### config.mk
export PLATFORM = sky130hd
export DESIGN_NAME = xrfri_queue
export DESIGN_NICKNAME = d
export VERILOG_FILES = /design/src/hw/rtl/xrfri_pkg.sv /design/src/hw/rtl/xrfri_queue.sv
export SDC_FILE = /design/constraint.sdc
export NUM_CORES = 1
export LEC_CHECK = 0
export ABC_AREA = 1
export BUFFER_PORTS_ARGS = -buffer_cell sky130_fd_sc_hd__buf_2
export CORE_MARGIN = 3
export CORE_UTILIZATION = 35
export CTS_BUF_LIST = sky130_fd_sc_hd__clkbuf_16
export CTS_CLUSTER_SIZE = 25
export DETAILED_ROUTE_END_ITERATION = 8
export HOLD_SLACK_MARGIN = 0.03
export SYNTH_ARGS = -nofsm -noshare
export SYNTH_HDL_FRONTEND = slang
export SYNTH_SLANG_ARGS = --single-unit
### constraint.sdc
create_clock -name clk -period 4.29 [get_ports clk]
set_input_delay 0.6435 -clock clk [delete_from_list [all_inputs] [get_ports clk]]
set_output_delay 0.6435 -clock clk [all_outputs]
set_load 0.005 [all_outputs]
### src/hw/rtl/xrfri_pkg.sv
// shared types and constants for the pixel roi integrator
// field widths, operation and result codes, queue item layout
// no dependencies
`timescale 1ns / 1ps

package xrfri_pkg;

	// fixed field widths of the ports
	localparam int OP_W       = 3;
	localparam int DATUM_W    = 28;
	localparam int COORD_W    = 12;
	localparam int BIN_W      = 14;
	localparam int ROI_W      = 14;
	localparam int KIND_W     = 2;
	localparam int VALUE_W    = 32;
	localparam int CFG_IDX_W  = 1;
	localparam int CFG_DATA_W = 14;

	// parameter defaults
	localparam int BIN_BITS_DEF   = 14;
	localparam int COUNT_BITS_DEF = 14;
	localparam int ACC_BITS_DEF   = 32;
	localparam int COORD_BITS_DEF = 12;

	// roi bound reset values
	localparam logic [ROI_W-1:0] ROI_LOWER_RST = 14'd0;
	localparam logic [ROI_W-1:0] ROI_UPPER_RST = 14'h3FFF;

	typedef enum logic [OP_W-1:0] {
		OP_DATUM  = 3'd0,
		OP_HEADER = 3'd1,
		OP_FINISH = 3'd2,
		OP_READ   = 3'd3,
		OP_START  = 3'd4
	} op_t;

	typedef enum logic [KIND_W-1:0] {
		KIND_PIXEL   = 2'd0,
		KIND_SUMMARY = 2'd1,
		KIND_BIN     = 2'd2
	} kind_t;

	typedef enum logic [CFG_IDX_W-1:0] {
		REG_ROI_LOWER = 1'd0,
		REG_ROI_UPPER = 1'd1
	} reg_idx_t;

	// classified beat as it travels through the queue
	typedef struct packed {
		op_t                op;
		logic               in_roi;
		logic [DATUM_W-1:0] datum_word;
		logic [COORD_W-1:0] pixel_x;
		logic [COORD_W-1:0] pixel_y;
		logic [BIN_W-1:0]   read_bin;
	} item_t;

	typedef struct packed {
		logic full;
		logic empty;
	} q_status_t;

endpackage

### src/hw/rtl/xrfri_queue.sv
// two-entry queue between front and back ends
// depends on xrfri_pkg
`timescale 1ns / 1ps

module xrfri_queue import xrfri_pkg::*; (
	input  logic      clk,
	input  logic      arst_n,
	input  logic      push,
	input  item_t     push_item,
	input  logic      pop,
	output item_t     head,
	output q_status_t status
);

	item_t      slot_q [2];
	logic       wr_ptr_q;
	logic       rd_ptr_q;
	logic [1:0] cnt_q;

	always_ff @(posedge clk) begin
		if (push) slot_q[wr_ptr_q] <= push_item;
	end

	always_ff @(posedge clk or negedge arst_n) begin
		if (!arst_n) begin
			wr_ptr_q <= 1'b0;
			rd_ptr_q <= 1'b0;
			cnt_q    <= 2'd0;
		end else begin
			if (push) wr_ptr_q <= ~wr_ptr_q;
			if (pop) rd_ptr_q <= ~rd_ptr_q;
			cnt_q <= cnt_q + 2'(push) - 2'(pop);
		end
	end

	assign head         = slot_q[rd_ptr_q];
	assign status.full  = cnt_q[1];
	assign status.empty = (cnt_q == 2'd0);

endmodule

==> Yosys cells after proc, flatten, opt, wreduce, memory -nomap -nowiden <==
Memory sizes are Yosys's and may differ from the RTL's.
Cells that the tools add are included.
{ "totals": {"register_bits": 4, "ram_bits": 140, "input_bits": 74, "memories": 1} }
{ "classes": {"addsub": 2, "mux": 2, "bitwise": 2, "reduce_logical": 1} }
{ "memory_table": {"columns": ["name", "words", "word_bits", "read_ports", "rd_clocked_by_memory_dff", "wr", "line", "source"], "rows": [
  ["slot_q", 2, 70, 1, 0, 1, "xrfri_queue.sv:15", "item_t slot_q [2];"]
]} }
{ "op_table": {"columns": ["cell", "count"], "rows": [
  ["$add 2x1->2", 1],
  ["$logic_not 2->1", 1],
  ["$mux 1", 2],
  ["$not 1->1", 2],
  ["$sub 2x1->2", 1]
]} }

==> Logic depth before layout (Yosys ltp) <==
{ "depth": {"depth_word": 2, "ltp_mapped": 7} }

==> Least setup slack after synthesis <==
Ideal clock, no wire load.
{ "synth_path": {"kind": "in2reg", "startpoint": "input push", "endpoint": "memory slot_q[0][0] (netlist bit), enable pin", "setup_time_ns": 0.500, "arrival_time_ns": 3.618, "path_slack_ns": 0.172, "cell_stages": 2, "n_path_buf": 0, "cell_sequence": "inv_1 -> nor2_1"} }
{ "synth_between": {"elab_chain_len": 2} }
{ "synth_lines": {"columns": ["element", "line", "source"], "rows": [
  ["from (decl)", "xrfri_queue.sv:8", "input logic push,"],
  ["$mux 1", "xrfri_queue.sv:21", "if (push) slot_q[wr_ptr_q] <= push_item;"],
  ["$mux 1 (not written as such)", "xrfri_queue.sv:21", null],
  ["to (decl)", "xrfri_queue.sv:15", null]
]} }
Every way passes these cells.

==> results.md <==
- Total Nets Final: 618
- DR iter-0 viols: 214
- Critical Path RT: 3650 ps
- Clock latency on the worst-skew pair: 410 ps
- Setup Crit Path Kind: flip-flop to primary output
- Crit. End Element: primary output
- Pins Over Slew Limit: 0
- Fin area: 6880 sq um
- Crit Reg-Reg Startpoint: wr_ptr_q
- Avg Cell Area, Syn: 13.9 sq um
- Peak Freq: 0.340 GHz
- Outcome: finished clean
- Fin Setup TNS: 0 ps
- Rows: 44
- Setup violators final: 0
- Antenna Nets Post-Route: 0
- Dpl cell area: 6270 sq um
- Clock transition at the registers of the reported paths: 60 ps
- Ports: 146
- Most Used Layer, Global Route: met2
- Final setup skew: 3.47 ps
- Synthesis-to-layout area growth: 26.7%
- Initial antenna violation count: 0
- Yosys warnings: 0
- Top cells by area, synth: edfxtp_1 (77%), o21ai_0 (6.4%), inv_1 (5.3%), nand2_1 (5.3%), dfrtp_1 (1.8%)
- Maxcap violations: 0
- Antenna cells: 0
- Max IR drop VDD: 0.000401 V
- HP Start: push_item[15]
- Area share of the largest cell type after synthesis: 77.4%
- Finished Core Util: 46.3%
- EDFF count, synth: 140
- #FFs+latches synth: 144
- CTS tree: yes
- Post-route clock period utilization: 68.6%
- Post-route DRC: 0
- Count leader, synth: edfxtp_1
- Syn_nets: 466
- Gr usage total: 12.4%
- Starting density of the core: 36.5%
- Register area share after synthesis: 79.2%
- Number of vias per cell: 4.37
- DP HPWL: 6640 microns
- RSZ-0062 raised after global routing: false
- Clock Tree Root: clkbuf_16
- Synth area leader: edfxtp_1
- Port bufs: 145
- Die area: 17,100 sq um
- Placer Congestion: 0.684
- Slew headroom: 19.4%
- GRT met3 Usage: 5.53%
- Met2 usage: 19.8%
- Setup crit start: rd_ptr_q
- Min-delay worst type: input pin to flip-flop
- Pin count of the biggest net entering global routing: 142
- First-pass GRT wire length: 15,800 microns
- Core Region: 14,900 sq um
- Leading post-synthesis cells by instance count: edfxtp_1 (140), inv_1 (77), nand2_1 (76), o21ai_0 (70), clkbuf_8 (7)
- Die W: 131 microns
- Num CTS Buffers: 17
- GRT overflow: 0
- Post-synth cell types: 14
- Synth Flop Type: edfxtp_1
- Routed vias: 3,225
- Clock buffer depth: 2
- CP Launch Type: flip-flop
- Cts repair resizes: 0
- Initial DRT Pass Iterations: 4
- Worst Path Max Fanout: 141
- Sink Count: 144
- Worst EP arrival: 2300 ps
- Share of cells above drive strength 1: 32.5%
- Final min period: 2940 ps
- Vias in the first global route: 3,255
- Actual slew at the worst max-slew pin: 1210 ps
- Post-Syn Area: 5430 sq um
- Pleak: 2.96 nW
- WL/cell: 13.8 microns
- Final wirelength: 10,200 microns
- DIE HEIGHT: 131 microns
- Power per cell area: 655 nW/um^2
- Reg-to-reg slack, setup: 2350 ps
- Async set or reset register ratio after synthesis: 2.78%
- H-tree levels: 4
- Setup Buffers After CTS: 0
- Hold violation count in the final report: 0
- Grt met1 use: 14.6%
- Syn Inst Count: 390
critical path, cell delays in order, from the launching register on:
cell and delay [ps]:
dfrtp_4 1180, o21ai_0 380, buf_2 230
stage by stage:
step	total power [mW]	cells	hold slack, ps	setup WS [ps]
after floorplan	2.64	390	348	172
after global placement	3.07	706	455	1780
after detailed placement	3.09	706	462	1770
after CTS	4.59	738	400	1330
after global routing	4.82	738	398	1140
final	4.51	738	421	1350
cells by family (layout without fill, tap and decap cells):
logic type / after synthesis / after routing / synth area share, %
XOR/XNOR: 2 / 2 / 0.322
flip-flops: 144 / 144 / 79.2
AND/OR/NAND/NOR: 79 / 79 / 5.48
AO/OA/AOI/OAI: 70 / 70 / 6.45
adder cells (fa/ha/maj): 2 / 2 / 0.461
buffers and inverters: 93 / 257 / 8.06
sequential cells by signal, summed over array words and instances (netlist names):
signal / flops
wr_ptr_q: 1
slot_q: 140
cnt_q: 2
rd_ptr_q: 1
layout by cell type (no fill, tap or decap):
cell type,count
bufinv_16,4
edfxtp_1,140
nor2_4,1
buf_2,145
dfrtp_4,1
clkbuf_16,17
xor2_1,2
buf_4,3
nand2_1,76
clkinv_1,2
clkinv_2,7
dfrtp_1,3
o21ai_0,70
dlygate4sd3_1,1
nand3_1,1
ha_1,2
nor2_1,1
clkinvlp_4,2
inv_1,76
report_power, final:
part / leakage (nW) / internal, mW / switching [mW] / total, mW
logic: 1.31 / 0.401 / 0.518 / 0.920
clock network: 0.293 / 0.957 / 0.531 / 1.49
registers: 1.36 / 1.87 / 0.229 / 2.10
worst paths after layout:
kind	cells after the start	endpoint
max	2	head[44]
min	1	slot_q[1][15]
max reg2reg	3	slot_q[1][65]
min reg2reg	1	wr_ptr_q
max in group asynchronous	2	rd_ptr_q
min in group asynchronous	2	cnt_q[1]
area by class of cell:
type	count	area, sq um
inverter	77	290
fill	1363	7980
clock buffer	17	425
tap	184	230
clock inverter	14	173
sequential	144	4310
multi-input combinational	153	698
timing repair buffer	149	758
per-layer routing:
metal	wire length, microns	vias to the layer above
li1	-	1611
met1	4280	1496
met2	4900	102
met3	816	16
met4	161	0
met5	0	-
timing repair:
item | 4_1_cts | 5_1_grt
endpoints found under the hold margin | 4 | 0
setup endpoints to repair | 0 | 0
hold buffers | 1 | 0
(Power assumes the default switching activity.)
