[src/hw/rtl/xrfri_pkg.sv]
// shared types and constants for the pixel roi integrator
// field widths, operation and result codes, queue item layout
// no dependencies
`timescale 1ns / 1ps

package xrfri_pkg;

	// fixed field widths of the ports
	localparam int OP_W       = 3;
	localparam int DATUM_W    = 28;
	localparam int COORD_W    = 12;
	localparam int BIN_W      = 14;
	localparam int ROI_W      = 14;
	localparam int KIND_W     = 2;
	localparam int VALUE_W    = 32;
	localparam int CFG_IDX_W  = 1;
	localparam int CFG_DATA_W = 14;

	// parameter defaults
	localparam int BIN_BITS_DEF   = 14;
	localparam int COUNT_BITS_DEF = 14;
	localparam int ACC_BITS_DEF   = 32;
	localparam int COORD_BITS_DEF = 12;

	// roi bound reset values
	localparam logic [ROI_W-1:0] ROI_LOWER_RST = 14'd0;
	localparam logic [ROI_W-1:0] ROI_UPPER_RST = 14'h3FFF;

	typedef enum logic [OP_W-1:0] {
		OP_DATUM  = 3'd0,
		OP_HEADER = 3'd1,
		OP_FINISH = 3'd2,
		OP_READ   = 3'd3,
		OP_START  = 3'd4
	} op_t;

	typedef enum logic [KIND_W-1:0] {
		KIND_PIXEL   = 2'd0,
		KIND_SUMMARY = 2'd1,
		KIND_BIN     = 2'd2
	} kind_t;

	typedef enum logic [CFG_IDX_W-1:0] {
		REG_ROI_LOWER = 1'd0,
		REG_ROI_UPPER = 1'd1
	} reg_idx_t;

	// classified beat as it travels through the queue
	typedef struct packed {
		op_t                op;
		logic               in_roi;
		logic [DATUM_W-1:0] datum_word;
		logic [COORD_W-1:0] pixel_x;
		logic [COORD_W-1:0] pixel_y;
		logic [BIN_W-1:0]   read_bin;
	} item_t;

	typedef struct packed {
		logic full;
		logic empty;
	} q_status_t;

endpackage

[src/hw/rtl/xrfri_front.sv]
// front end: roi bound registers, input acceptance and classification
// depends on xrfri_pkg
`timescale 1ns / 1ps

module xrfri_front import xrfri_pkg::*; #(
	parameter int BIN_BITS   = BIN_BITS_DEF,
	parameter int COUNT_BITS = COUNT_BITS_DEF
) (
	input  logic                  clk,
	input  logic                  arst_n,
	input  logic                  cfg_wr_en,
	input  logic [CFG_IDX_W-1:0]  cfg_index,
	input  logic [CFG_DATA_W-1:0] cfg_data,
	input  logic                  item_valid,
	output logic                  item_ready,
	input  logic [OP_W-1:0]       operation,
	input  logic [DATUM_W-1:0]    datum_word,
	input  logic [COORD_W-1:0]    pixel_x,
	input  logic [COORD_W-1:0]    pixel_y,
	input  logic [BIN_W-1:0]      read_bin,
	input  q_status_t             q_status,
	input  logic                  clearing,
	output logic                  push,
	output item_t                 push_item
);

	localparam int CMP_BITS = (BIN_BITS > ROI_W) ? BIN_BITS : ROI_W;

	logic [ROI_W-1:0]    roi_lo_q;
	logic [ROI_W-1:0]    roi_hi_q;
	logic [BIN_BITS-1:0] bin;
	logic                known_op;
	op_t                 op;

	always_ff @(posedge clk or negedge arst_n) begin
		if (!arst_n) begin
			roi_lo_q <= ROI_LOWER_RST;
			roi_hi_q <= ROI_UPPER_RST;
		end else if (cfg_wr_en) begin
			if (cfg_index == REG_ROI_LOWER) roi_lo_q <= ROI_W'(cfg_data);
			if (cfg_index == REG_ROI_UPPER) roi_hi_q <= ROI_W'(cfg_data);
		end
	end

	assign op  = op_t'(operation);
	assign bin = BIN_BITS'(datum_word >> COUNT_BITS);

	always_comb begin
		case (op)
			OP_DATUM, OP_HEADER, OP_FINISH, OP_READ, OP_START: known_op = 1'b1;
			default: known_op = 1'b0;
		endcase
	end

	// unknown codes are taken and dropped here
	assign item_ready = !q_status.full && !clearing;
	assign push       = item_valid && item_ready && known_op;

	always_comb begin
		push_item.op         = op;
		push_item.in_roi     = (CMP_BITS'(bin) > CMP_BITS'(roi_lo_q)) &&
		                       (CMP_BITS'(bin) < CMP_BITS'(roi_hi_q));
		push_item.datum_word = datum_word;
		push_item.pixel_x    = pixel_x;
		push_item.pixel_y    = pixel_y;
		push_item.read_bin   = read_bin;
	end

endmodule

[config.mk]
export PLATFORM = sky130hd
export DESIGN_NAME = xrfri_front
export DESIGN_NICKNAME = d
export VERILOG_FILES = /design/src/hw/rtl/xrfri_pkg.sv /design/src/hw/rtl/xrfri_front.sv
export SDC_FILE = /design/constraint.sdc
export NUM_CORES = 1
export LEC_CHECK = 0
export ABC_AREA = 1
export BUFFER_PORTS_ARGS = -buffer_cell sky130_fd_sc_hd__buf_2
export CELL_PAD_IN_SITES_DETAIL_PLACEMENT = 1
export CELL_PAD_IN_SITES_GLOBAL_PLACEMENT = 1
export CORE_MARGIN = 2
export CORE_UTILIZATION = 31
export CTS_BUF_LIST = sky130_fd_sc_hd__clkbuf_4 sky130_fd_sc_hd__clkbuf_8
export DETAILED_ROUTE_END_ITERATION = 10
export PLACE_DENSITY_LB_ADDON = 0.1
export SLEW_MARGIN = 0
export SYNTH_ARGS = -nofsm -noshare
export SYNTH_HDL_FRONTEND = slang
export SYNTH_SLANG_ARGS = --single-unit
export TNS_END_PERCENT = 10
[constraint.sdc]
create_clock -name clk -period 4 [get_ports clk]
set_input_delay 0.8 -clock clk [delete_from_list [all_inputs] [get_ports clk]]
set_output_delay 0.8 -clock clk [all_outputs]
set_load 0.005 [all_outputs]
# ---- Word-level counts from Yosys, hierarchy flattened
# Cells that the tools add are included.
dict set report op_classes {
  order_cmp 2
  n_eq_ne 4
  muxes 1
  n_bitwise 1
  reduce_logical 10
}
# operator count
set op_table {}
lappend op_table {{> comparator 14 bit} 1}
lappend op_table {{less-than comparator 14 bit} 1}
lappend op_table {{equality test 3 x 2 -> 1 bit, second input constant} 2}
lappend op_table {{OR reduction 5 bit} 1}
lappend op_table {{logical AND 1 bit} 4}
lappend op_table {{AND reduction 2 bit} 2}
lappend op_table {{equality test 3 x 1 -> 1 bit, second input constant} 1}
lappend op_table {{equality test 3 bit, second input constant} 1}
lappend op_table {{logical NOT 3 bit} 1}
lappend op_table {{logical NOT 1 bit} 2}
lappend op_table {{2-to-1 mux 1 bit} 1}
lappend op_table {{inverter 1 bit} 1}
dict set report totals {
  reg_bits 28
  input_bits 91
  output_inout_bits 72
  wordCells 20
}

# ---- Logic depth before layout (Yosys ltp)
# Gate-level depths: netlist (run 1).
dict set report depth {
  word_depth 4
  mapped_depth 11
  depth_no_buf 11
}

# ---- Least setup slack after synthesis (run 1)
# No wires, ideal clock.
dict set report synth_timing {
  kind {input port to output port}
  from {input datum_word[27]}
  to {output push_item[66] (netlist name)}
  t_arrival_ns 1.645
  required_ns 3.200
  setup_slack_ns 1.555
  cell_stages 9
  path_buffers 0
  cell_sequence {ha_1 nand2_1 nor2_2 nand2_2 nor2_1 nor2_1 nand2_1 inv_1 nor2_2}
}
# item line_no
set synth_lines {}
lappend synth_lines {{start: declaration} xrfri_front.sv:17} ;# input logic [DATUM_W-1:0] datum_word,
lappend synth_lines {{end: declaration} xrfri_front.sv:24} ;# output item_t push_item

==> results.json, run 1 <==
{
  "syn_to_final_growth_pct": -2.441,
  "wl_per_cell_um": 12.38,
  "worstSetupStartpointType": "primary input",
  "tightestPinTransition_ns": 0.6896,
  "drv_cap": 0,
  "critical_path_required_ns": 3.20,
  "syn-num-nets": 430,
  "io_buffers": 57,
  "hold_viol": 0,
  "setup_ws_ns": 1.225,
  "numCtsBuffers": 3,
  "hp-start": "roi_hi_q[13]",
  "hp-class": "reg -> reg",
  "cp_top_family": "simple AND/OR/NAND/NOR gates",
  "power.leakage_uw": 0.001286,
  "ant_nets": 0,
  "cts.sinks": 28,
  "post_cts_resized": 0,
  "dp_slack_ns": 1.189,
  "slowest_stage": "ha_1",
  "syn_avg_cell_area_um2": 7.555,
  "grt_usage_pct": 12.34,
  "gp_congestion": 0.6775,
  "n_antenna_cell": 0,
  "yosysWarnings": 0,
  "p_per_area_mw_per_mm2": 344.7,
  "fmax_mhz": 360.3,
  "cts_tree": "yes",
  "post-cts-setup-buffers": 0,
  "initial_utilization_pct": 32.33,
  "drive_gt1_share_pct": 28.33,
  "relSlewSlack_pct": 54.02,
  "ff2ff_setup_slack_ns": 3.23,
  "status": "completed",
  "rr_startpoint": "roi_hi_q[2]",
  "finalPower_uw": 792.6,
  "path_max_fanout": 3,
  "ys_ff_latch": 28,
  "fin_setup_tns_ns": 0,
  "clkLatencyLatePin_ns": 0.28,
  "fp.dieH_um": 91.20,
  "grt_overflow": 0,
  "io_pins": 163,
  "num_vias": 1673,
  "root_buffer": "clkbuf_8",
  "ir_drop_mv": 0.1539,
  "dp.final_hpwl_um": 3959,
  "first_iter_violations": 18,
  "grt_pass1_vias": 1705,
  "clockBufferDepth": 2,
  "grt_max_degree": 29,
  "mostFrequentLayoutCell": "nand2_1",
  "rsz0062_at_grt": "no",
  "path_cells": "buf_2, ha_1, nand2_1, nor2_2, nand2_2, nor2_1, nor2_1, nand2_1, inv_1, nor2_2, buf_2",
  "setup_viol": 0,
  "whs_endpoint": "roi_hi_q[13]",
  "grt_pass1_wl_um": 8148,
  "finalCritPeriodShare_pct": 69.38,
  "num_rows": 31,
  "synth_cell_types": 18,
  "avgViaCountPerCell": 4.193,
  "cp_slowest_stage_delay_ns": 0.30,
  "worstHoldPathCells": 2,
  "path_buf_inv": 3,
  "cp.depth": 11,
  "h-tree-depth": 1,
  "slew_violations": 0,
  "cp.arrival_ns": 1.98,
  "yosysSeqAreaShare_pct": 30.47,
  "cts_hold_buf": 0,
  "post-route-min-period_ns": 2.775,
  "drcViolationCount": 0,
  "syn_inst": 312,
  "final_cell_mix": "69 x nand2_1, 57 x buf_2, 52 x inv_1, 28 x o21ai_1, 27 x ha_1",
  "nets": 419,
  "skew_ns": 0,
  "fp.dieW_um": 91.20,
  "ff2ff_path_depth": 2,
  "final_core_utilization_pct": 31.54,
  "die-area_mm2": 0.008317,
  "r2r-end": "roi_hi_q[2]",
  "clkTransAtPathRegs_ns": 0.10,
  "worstSetupEndpointType": "output pin",
  "synth_area_mm2": 0.002357,
  "crit_type": "in -> out",
  "dr.pass1.iters": 4,
  "antenna_found_initial": 0,
  "core_mm2": 0.007292,
  "wl_um": 4940
}
## how the worst max path moves through the flow
stage | from | endpoint
after floorplan | datum_word[27] | push_item[66]
after global placement | datum_word[27] | push_item[66]
after detailed placement | datum_word[27] | push_item[66]
after CTS | datum_word[27] | push_item[66]
after global routing | datum_word[27] | push_item[66]
final | datum_word[27] | push_item[66]
## Yosys cell counts
cell	instances	share of area, %
a21oi_1	7	1.5
and3_1	1	0.27
buf_2	4	0.85
buf_4	69	22
dfrtp_1	14	15
dfstp_2	14	16
ha_1	27	14
inv_1	52	8.3
inv_2	4	0.64
nand2_1	69	11
nand2_2	3	0.80
nand3_1	4	0.85
nand4_1	1	0.27
nor2_1	9	1.4
nor2_2	3	0.80
nor3_1	1	0.21
o21ai_0	2	0.42
o21ai_1	28	5.9
## registers in the layout, summed over array words and instances (netlist names)
register  cells
roi_hi_q     14
roi_lo_q     14
## cell type report
class | instances | area, um2
repair buffers | 57 | 285.3
inverters | 56 | 210.2
clock inverters | 1 | 30.03
fillers | 935 | 4992
flip-flops and latches | 28 | 718.2
well taps | 99 | 123.9
multi-input cells | 155 | 890.9
clock buffers | 3 | 41.29
## worst reg2reg max path, cell delays in order, from the launching register on
cell     delay, ns
dfstp_2       0.55
nand2_1       0.05
o21ai_1       0.10
## through the flow
step	instances	instance area, um2	hold WS, ns
3_5_place_dp	395	2228	0.4676
5_1_grt	399	2300	0.5094
4_1_cts	399	2300	0.4834
2_1_floorplan	312	2357	0.4541
3_3_place_gp	395	2228	0.4637
6_report	399	2300	0.4797
## cells by family (layout without fill, tap and decap cells)
| family | after synthesis | in the layout | synth area share, % |
|---|---|---|---|
| AOI/OAI and AO/OA | 37 | 37 | 7.855 |
| and+or+nand+nor | 91 | 91 | 15.61 |
| DFF | 28 | 28 | 30.47 |
| buffers and inverters | 129 | 117 | 31.74 |
| adders and majority gates | 27 | 27 | 14.33 |
## routing by layer
metal / track usage (%) / routed length (um) / vias up
met5: 0 / 0 / -
met4: 4.924 / 112 / 0
met3: 2.905 / 326 / 16
met2: 20.86 / 2337 / 53
met1: 15.10 / 2164 / 741
li1: - / - / 863
## where the power goes
group | internal [uW] | switching, uW
Clock | 134 | 95.7
Combinational | 90.4 | 122
Sequential | 331 | 18.5
Total | 556 | 237
No activity file was read; power rests on OpenSTA's default activity.
==> run 2, diff against run 1 <==
--- a/config.mk
+++ b/config.mk
@@ -10,7 +10,7 @@
 export CELL_PAD_IN_SITES_DETAIL_PLACEMENT = 1
 export CELL_PAD_IN_SITES_GLOBAL_PLACEMENT = 1
 export CORE_MARGIN = 2
-export CORE_UTILIZATION = 31
+export CORE_UTILIZATION = 26
 export CTS_BUF_LIST = sky130_fd_sc_hd__clkbuf_4 sky130_fd_sc_hd__clkbuf_8
 export DETAILED_ROUTE_END_ITERATION = 10
 export PLACE_DENSITY_LB_ADDON = 0.1
==> constraint.sdc (replaced) <==
create_clock -name clk -period 2.4 [get_ports clk]
set_input_delay 0.48 -clock clk [delete_from_list [all_inputs] [get_ports clk]]
set_output_delay 0.48 -clock clk [all_outputs]
set_load 0.005 [all_outputs]
==> run 2 against run 1 <==
Sequential power increased by 66%. Sequential cell count unchanged. Clock skew unchanged. Hold slack got worse by 0.26 ns. Largest power group unchanged.
==> results.json, run 2 (synthesis gave the netlist of run 1 again) <==
{
  "crit_type": "reg -> out",
  "ir_drop_mv": 0.1815,
  "grt_max_degree": 29,
  "final_cells": 409,
  "slew_violations": 0,
  "regArea_um2": 718.2,
  "hp-class": "in -> async",
  "num_vias": 1658,
  "post-route-min-period_ns": 2.288,
  "worstSetupEndpointType": "output pin",
  "mostFrequentLayoutCell": "nand2_1",
  "drcViolationCount": 0,
  "nets": 420,
  "grt_usage_pct": 10.02,
  "worstSetupStartpointType": "flip-flop",
  "first_iter_violations": 18,
  "status": "completed",
  "place_inst": 404,
  "wl_per_cell_um": 11.71,
  "setup_viol": 0,
  "avgViaCountPerCell": 4.054,
  "power.leakage_uw": 0.001298,
  "fp.dieW_um": 99.22,
  "clockBufferDepth": 2,
  "cp_slowest_stage_delay_ns": 0.54,
  "finalCritPeriodShare_pct": 95.33,
  "finalHoldWorstSlack_ns": 0.2147,
  "io_buffers": 57,
  "num_rows": 34,
  "cts_tree": "yes",
  "final_cell_mix": "67 x nand2_1, 57 x buf_2, 51 x inv_1, 29 x o21ai_1, 23 x ha_1",
  "syn_to_final_growth_pct": 1.752,
  "critical_path_required_ns": 1.92,
  "n_antenna_cell": 0,
  "final_core_utilization_pct": 27.37,
  "hold_viol": 0,
  "path_buf_inv": 2,
  "core_mm2": 0.008763,
  "tightestPinTransition_ns": 0.6696,
  "gp_congestion": 0.7037,
  "switching_power_uw": 419.3,
  "combPwrFrac_pct": 28.6,
  "initial_utilization_pct": 26.90,
  "fin_setup_tns_ns": 0,
  "root_buffer": "clkbuf_8",
  "grt_overflow": 0,
  "path_cells": "inv_1, ha_1, a21oi_2, nand2_1, nor2_1, nand3_2, nor2_2, buf_2",
  "slowest_stage": "dfstp_2",
  "drv_cap": 0,
  "antenna_found_initial": 0,
  "path_max_fanout": 3,
  "io_pins": 163,
  "cts_hold_buf": 0,
  "drive_gt1_share_pct": 32.56,
  "die-area_mm2": 0.009844,
  "p_seq_share_pct": 42.7,
  "skew_ns": 0,
  "numCtsBuffers": 3,
  "ant_nets": 0,
  "clkLatencyLatePin_ns": 0.28,
  "clkTransAtPathRegs_ns": 0.11,
  "h-tree-depth": 1,
  "switching_share_pct": 30.75,
  "cp.arrival_ns": 1.81,
  "grt_pass1_vias": 1677,
  "rsz0062_at_grt": "no",
  "relSlewSlack_pct": 55.36,
  "dr.pass1.iters": 4,
  "clock_power_share_pct": 28.7,
  "cts.sinks": 28,
  "cp_top_family": "flip-flops",
  "dp.final_hpwl_um": 3737,
  "fillers": 1082,
  "p_int_uw": 944.2,
  "wl_um": 4788,
  "p_per_area_mw_per_mm2": 568.4,
  "multi_input_area_um2": 970.9,
  "fp.dieH_um": 99.22,
  "top_regs": "roi_hi_q x14, roi_lo_q x14",
  "finalPower_uw": 1363,
  "grt_pass1_wl_um": 7838,
  "fmax_mhz": 437.1
}
run 2: changes by cell type in the layout (fill, tap and decap cells not counted), moves of 2 or more:
cell | before | now
a21oi_1 | 7 | 5
nand2_2 | 3 | 5
nand2_1 | 69 | 67
a21oi_2 | 0 | 2
ha_1 | 27 | 23
ha_4 | 0 | 4
run 2: repair_timing:
| action | in CTS | in global routing |
|---|---|---|
| pin swaps | 4 | 8 |
| endpoints found under the setup margin | 1 | 1 |
| gates resized for setup | 3 | 11 |
| setup buffers | 0 | 1 |
| cloned | 0 | 0 |
run 2: per-stage QoR:
stage / area [um2] / worst slack (ns)
after floorplan: 2357 / 0.5953
after global placement: 2240 / 0.2176
after detailed placement: 2240 / 0.1837
after CTS: 2340 / 0.009440
after global routing: 2399 / 0.005257
final: 2399 / 0.1120
run 2: routing by layer:
metal / global-route usage (%) / part of all wire, % / up-vias / wire length (um)
li1: - / - / 864 / -
met1: 13.15 / 47 / 725 / 2237
met2: 15.90 / 45 / 55 / 2168
met3: 1.827 / 5.9 / 14 / 283
met4: 4.847 / 2.1 / 0 / 99
met5: 0 / 0 / - / 0
run 2: worst paths after layout:
path	end	startpoint	cells after the start	slack (ns)
worst max-delay path	push_item[66]	roi_hi_q[13]	8	0.11
worst min-delay path	roi_lo_q[4]	arst_n	1	0.21
worst min register to register	roi_hi_q[10]	roi_hi_q[10]	2	0.48
min in group clk	roi_hi_q[10]	cfg_data[10]	3	0.41
worst max register to register	roi_lo_q[10]	roi_lo_q[10]	3	1.62
max in group asynchronous	roi_lo_q[6]	arst_n	1	1.76
run 2: worst reg2reg max path, delay by kind of cell (launching register included):
family	cells	cell delay, ns
DFF	1	0.40
buffers and inverters	1	0.13
AOI/OAI and AO/OA	1	0.08
and+or+nand+nor	1	0.05
run 2: power by group through the flow:
stage               logic, uW  registers (uW)  clock network, uW
floorplan                 328             583                  0
global placement          362             590                  0
detailed placement        369             591                  0
CTS                       380             583                419
global route              466             592                431
finish                    390             582                391
run 2: cell type report:
type | instances | share of cell area (%)
repair buffers | 58 | 12.21
multi-input cells | 155 | 40.48
flip-flops and latches | 28 | 29.94
well taps | 108 | 5.634
clock inverters | 1 | 1.252
clock buffers | 3 | 1.721
inverters | 56 | 8.764
==> run 3, diff against run 2 <==
--- a/config.mk
+++ b/config.mk
@@ -9,11 +9,11 @@
 export BUFFER_PORTS_ARGS = -buffer_cell sky130_fd_sc_hd__buf_2
 export CELL_PAD_IN_SITES_DETAIL_PLACEMENT = 1
 export CELL_PAD_IN_SITES_GLOBAL_PLACEMENT = 1
-export CORE_MARGIN = 2
+export CORE_MARGIN = 4
 export CORE_UTILIZATION = 26
 export CTS_BUF_LIST = sky130_fd_sc_hd__clkbuf_4 sky130_fd_sc_hd__clkbuf_8
 export DETAILED_ROUTE_END_ITERATION = 10
-export PLACE_DENSITY_LB_ADDON = 0.1
+export PLACE_DENSITY = 0.81
 export SLEW_MARGIN = 0
 export SYNTH_ARGS = -nofsm -noshare
 export SYNTH_HDL_FRONTEND = slang
==> run 3 against run 2 <==
Maximum frequency grew 0.92%. Clock skew is the same. Sequential power is essentially flat. Routed wire length grew 7.0%. Cell count is the same. Critical path type unchanged. Critical endpoint unchanged. Largest cell class unchanged. Largest power group unchanged.
==> results.json, run 3 (synthesis gave the netlist of run 1 again) <==
{
  "grt_usage_pct": 9.351,
  "grt_pass1_wl_um": 8010,
  "drive_gt1_share_pct": 31.89,
  "clockBufferDepth": 2,
  "switching_power_uw": 408.6,
  "fillers": 1080,
  "finalPower_uw": 1282,
  "fp.dieH_um": 103.2,
  "cp.arrival_ns": 1.79,
  "gp_congestion": 0.6982,
  "rr_startpoint": "roi_hi_q[11]",
  "status": "completed",
  "design_area_mm2": 0.002381,
  "initial_utilization_pct": 26.90,
  "mostFrequentLayoutCell": "nand2_1",
  "multi_input_area_um2": 963.4,
  "critical_path_required_ns": 1.92,
  "switching_share_pct": 31.86,
  "dp_slack_ns": 0.1929,
  "path_max_fanout": 3,
  "p_int_uw": 873.7,
  "clock_power_share_pct": 22.7,
  "antenna_found_initial": 0,
  "setup_ws_ns": 0.1329,
  "cts_hold_buf": 0,
  "dpl_cell_area_mm2": 0.002240,
  "worstSetupEndpointType": "output pin",
  "num_rows": 34,
  "worstSetupStartpointType": "flip-flop",
  "cts.sinks": 28,
  "avgViaCountPerCell": 4.174,
  "p_per_area_mw_per_mm2": 538.6,
  "setup_viol": 0,
  "first_iter_violations": 56,
  "grt_pass1_vias": 1783,
  "skew_ns": 0,
  "drv_cap": 0,
  "fp.dieW_um": 103.2,
  "post-route-min-period_ns": 2.267,
  "final_cell_mix": "68 x nand2_1, 56 x buf_2, 51 x inv_1, 29 x o21ai_1, 23 x ha_1",
  "wl_um": 5122,
  "nets": 420,
  "finalHoldWorstSlack_ns": 0.2244,
  "io_pins": 163,
  "cts_tree": "yes",
  "die-area_mm2": 0.01065,
  "clkTransAtPathRegs_ns": 0.10,
  "top_regs": "roi_hi_q x14, roi_lo_q x14",
  "grt_overflow": 0,
  "slew_violations": 0,
  "dr.pass1.iters": 4,
  "fmax_mhz": 441.1,
  "relSlewSlack_pct": 57.45,
  "numCtsBuffers": 3,
  "syn_to_final_growth_pct": 1.008,
  "io_buffers": 57,
  "root_buffer": "clkbuf_8",
  "num_vias": 1707,
  "core_mm2": 0.008763,
  "clkLatencyLatePin_ns": 0.27,
  "drcViolationCount": 0,
  "crit_type": "reg -> out",
  "tightestPinTransition_ns": 0.6383,
  "p_seq_share_pct": 45.4,
  "wl_per_cell_um": 12.52,
  "grt_max_degree": 29,
  "n_antenna_cell": 0,
  "hp-class": "in -> async",
  "ant_nets": 0,
  "dp.final_hpwl_um": 4146,
  "finalCritPeriodShare_pct": 94.46,
  "combPwrFrac_pct": 31.8,
  "ir_drop_mv": 0.2141,
  "hold_viol": 0,
  "startpoint": "roi_hi_q[13]",
  "regArea_um2": 718.2,
  "power.leakage_uw": 0.001291,
  "final_core_utilization_pct": 27.17,
  "h-tree-depth": 1
}
-- run 3: path summary, 6_finish.rpt --
path                       depth (start not counted)  slack, ns             to
setup / recovery                                   8       0.13  push_item[66]
hold / removal                                     1       0.22    roi_lo_q[6]
setup reg to reg                                   3       1.55   roi_hi_q[11]
hold reg to reg                                    2       0.48   roi_hi_q[10]
max in group asynchronous                          1       1.77    roi_lo_q[9]
min in group clk                                   3       0.42    roi_hi_q[4]
-- run 3: stage by stage --
step,std cells,TNS (ns)
floorplan,312,0
global placement,404,0
detailed placement,404,0
CTS,408,0
global route,409,-0.03537
finish,409,0
-- run 3: metal layers --
layer | vias to the layer above | wire length [um] | track usage (%)
met2 | 48 | 2600 | 17.07
met4 | 0 | 143 | 3.984
li1 | 858 | - | -
met1 | 779 | 2111 | 10.80
met5 | - | 0 | 0
met3 | 22 | 266 | 1.408
-- run 3: power by group through the flow --
stage               sequential [uW]  clock (uW)  combinational [uW]
floorplan                       583           0                 328
global placement                589           0                 351
detailed placement              592           0                 377
CTS                             584         304                 381
global route                    594         317                 481
finish                          583         291                 408
-- run 3: area by class of cell --
type / instances / share of cell area [%]
repair buffers: 58 / 12.56
flip-flops and latches: 28 / 30.16
inverters: 56 / 8.828
clock buffers: 4 / 2.312
multi-input cells: 155 / 40.46
well taps: 108 / 5.675
-- run 3: worst max-delay path, stage by stage, from the launching register on --
cell,delay (ns)
dfstp_2,0.54
inv_1,0.04
ha_1,0.31
a21oi_2,0.13
nand2_1,0.08
nor2_2,0.09
nand3_2,0.10
nor2_4,0.13
buf_6,0.10
-- run 3: timing repair --
item                                   in CTS  in global routing
gates resized for setup                     0                 13
setup buffers                               0                  1
endpoints found under the hold margin       0                  0
setup endpoints to repair                   0                  1
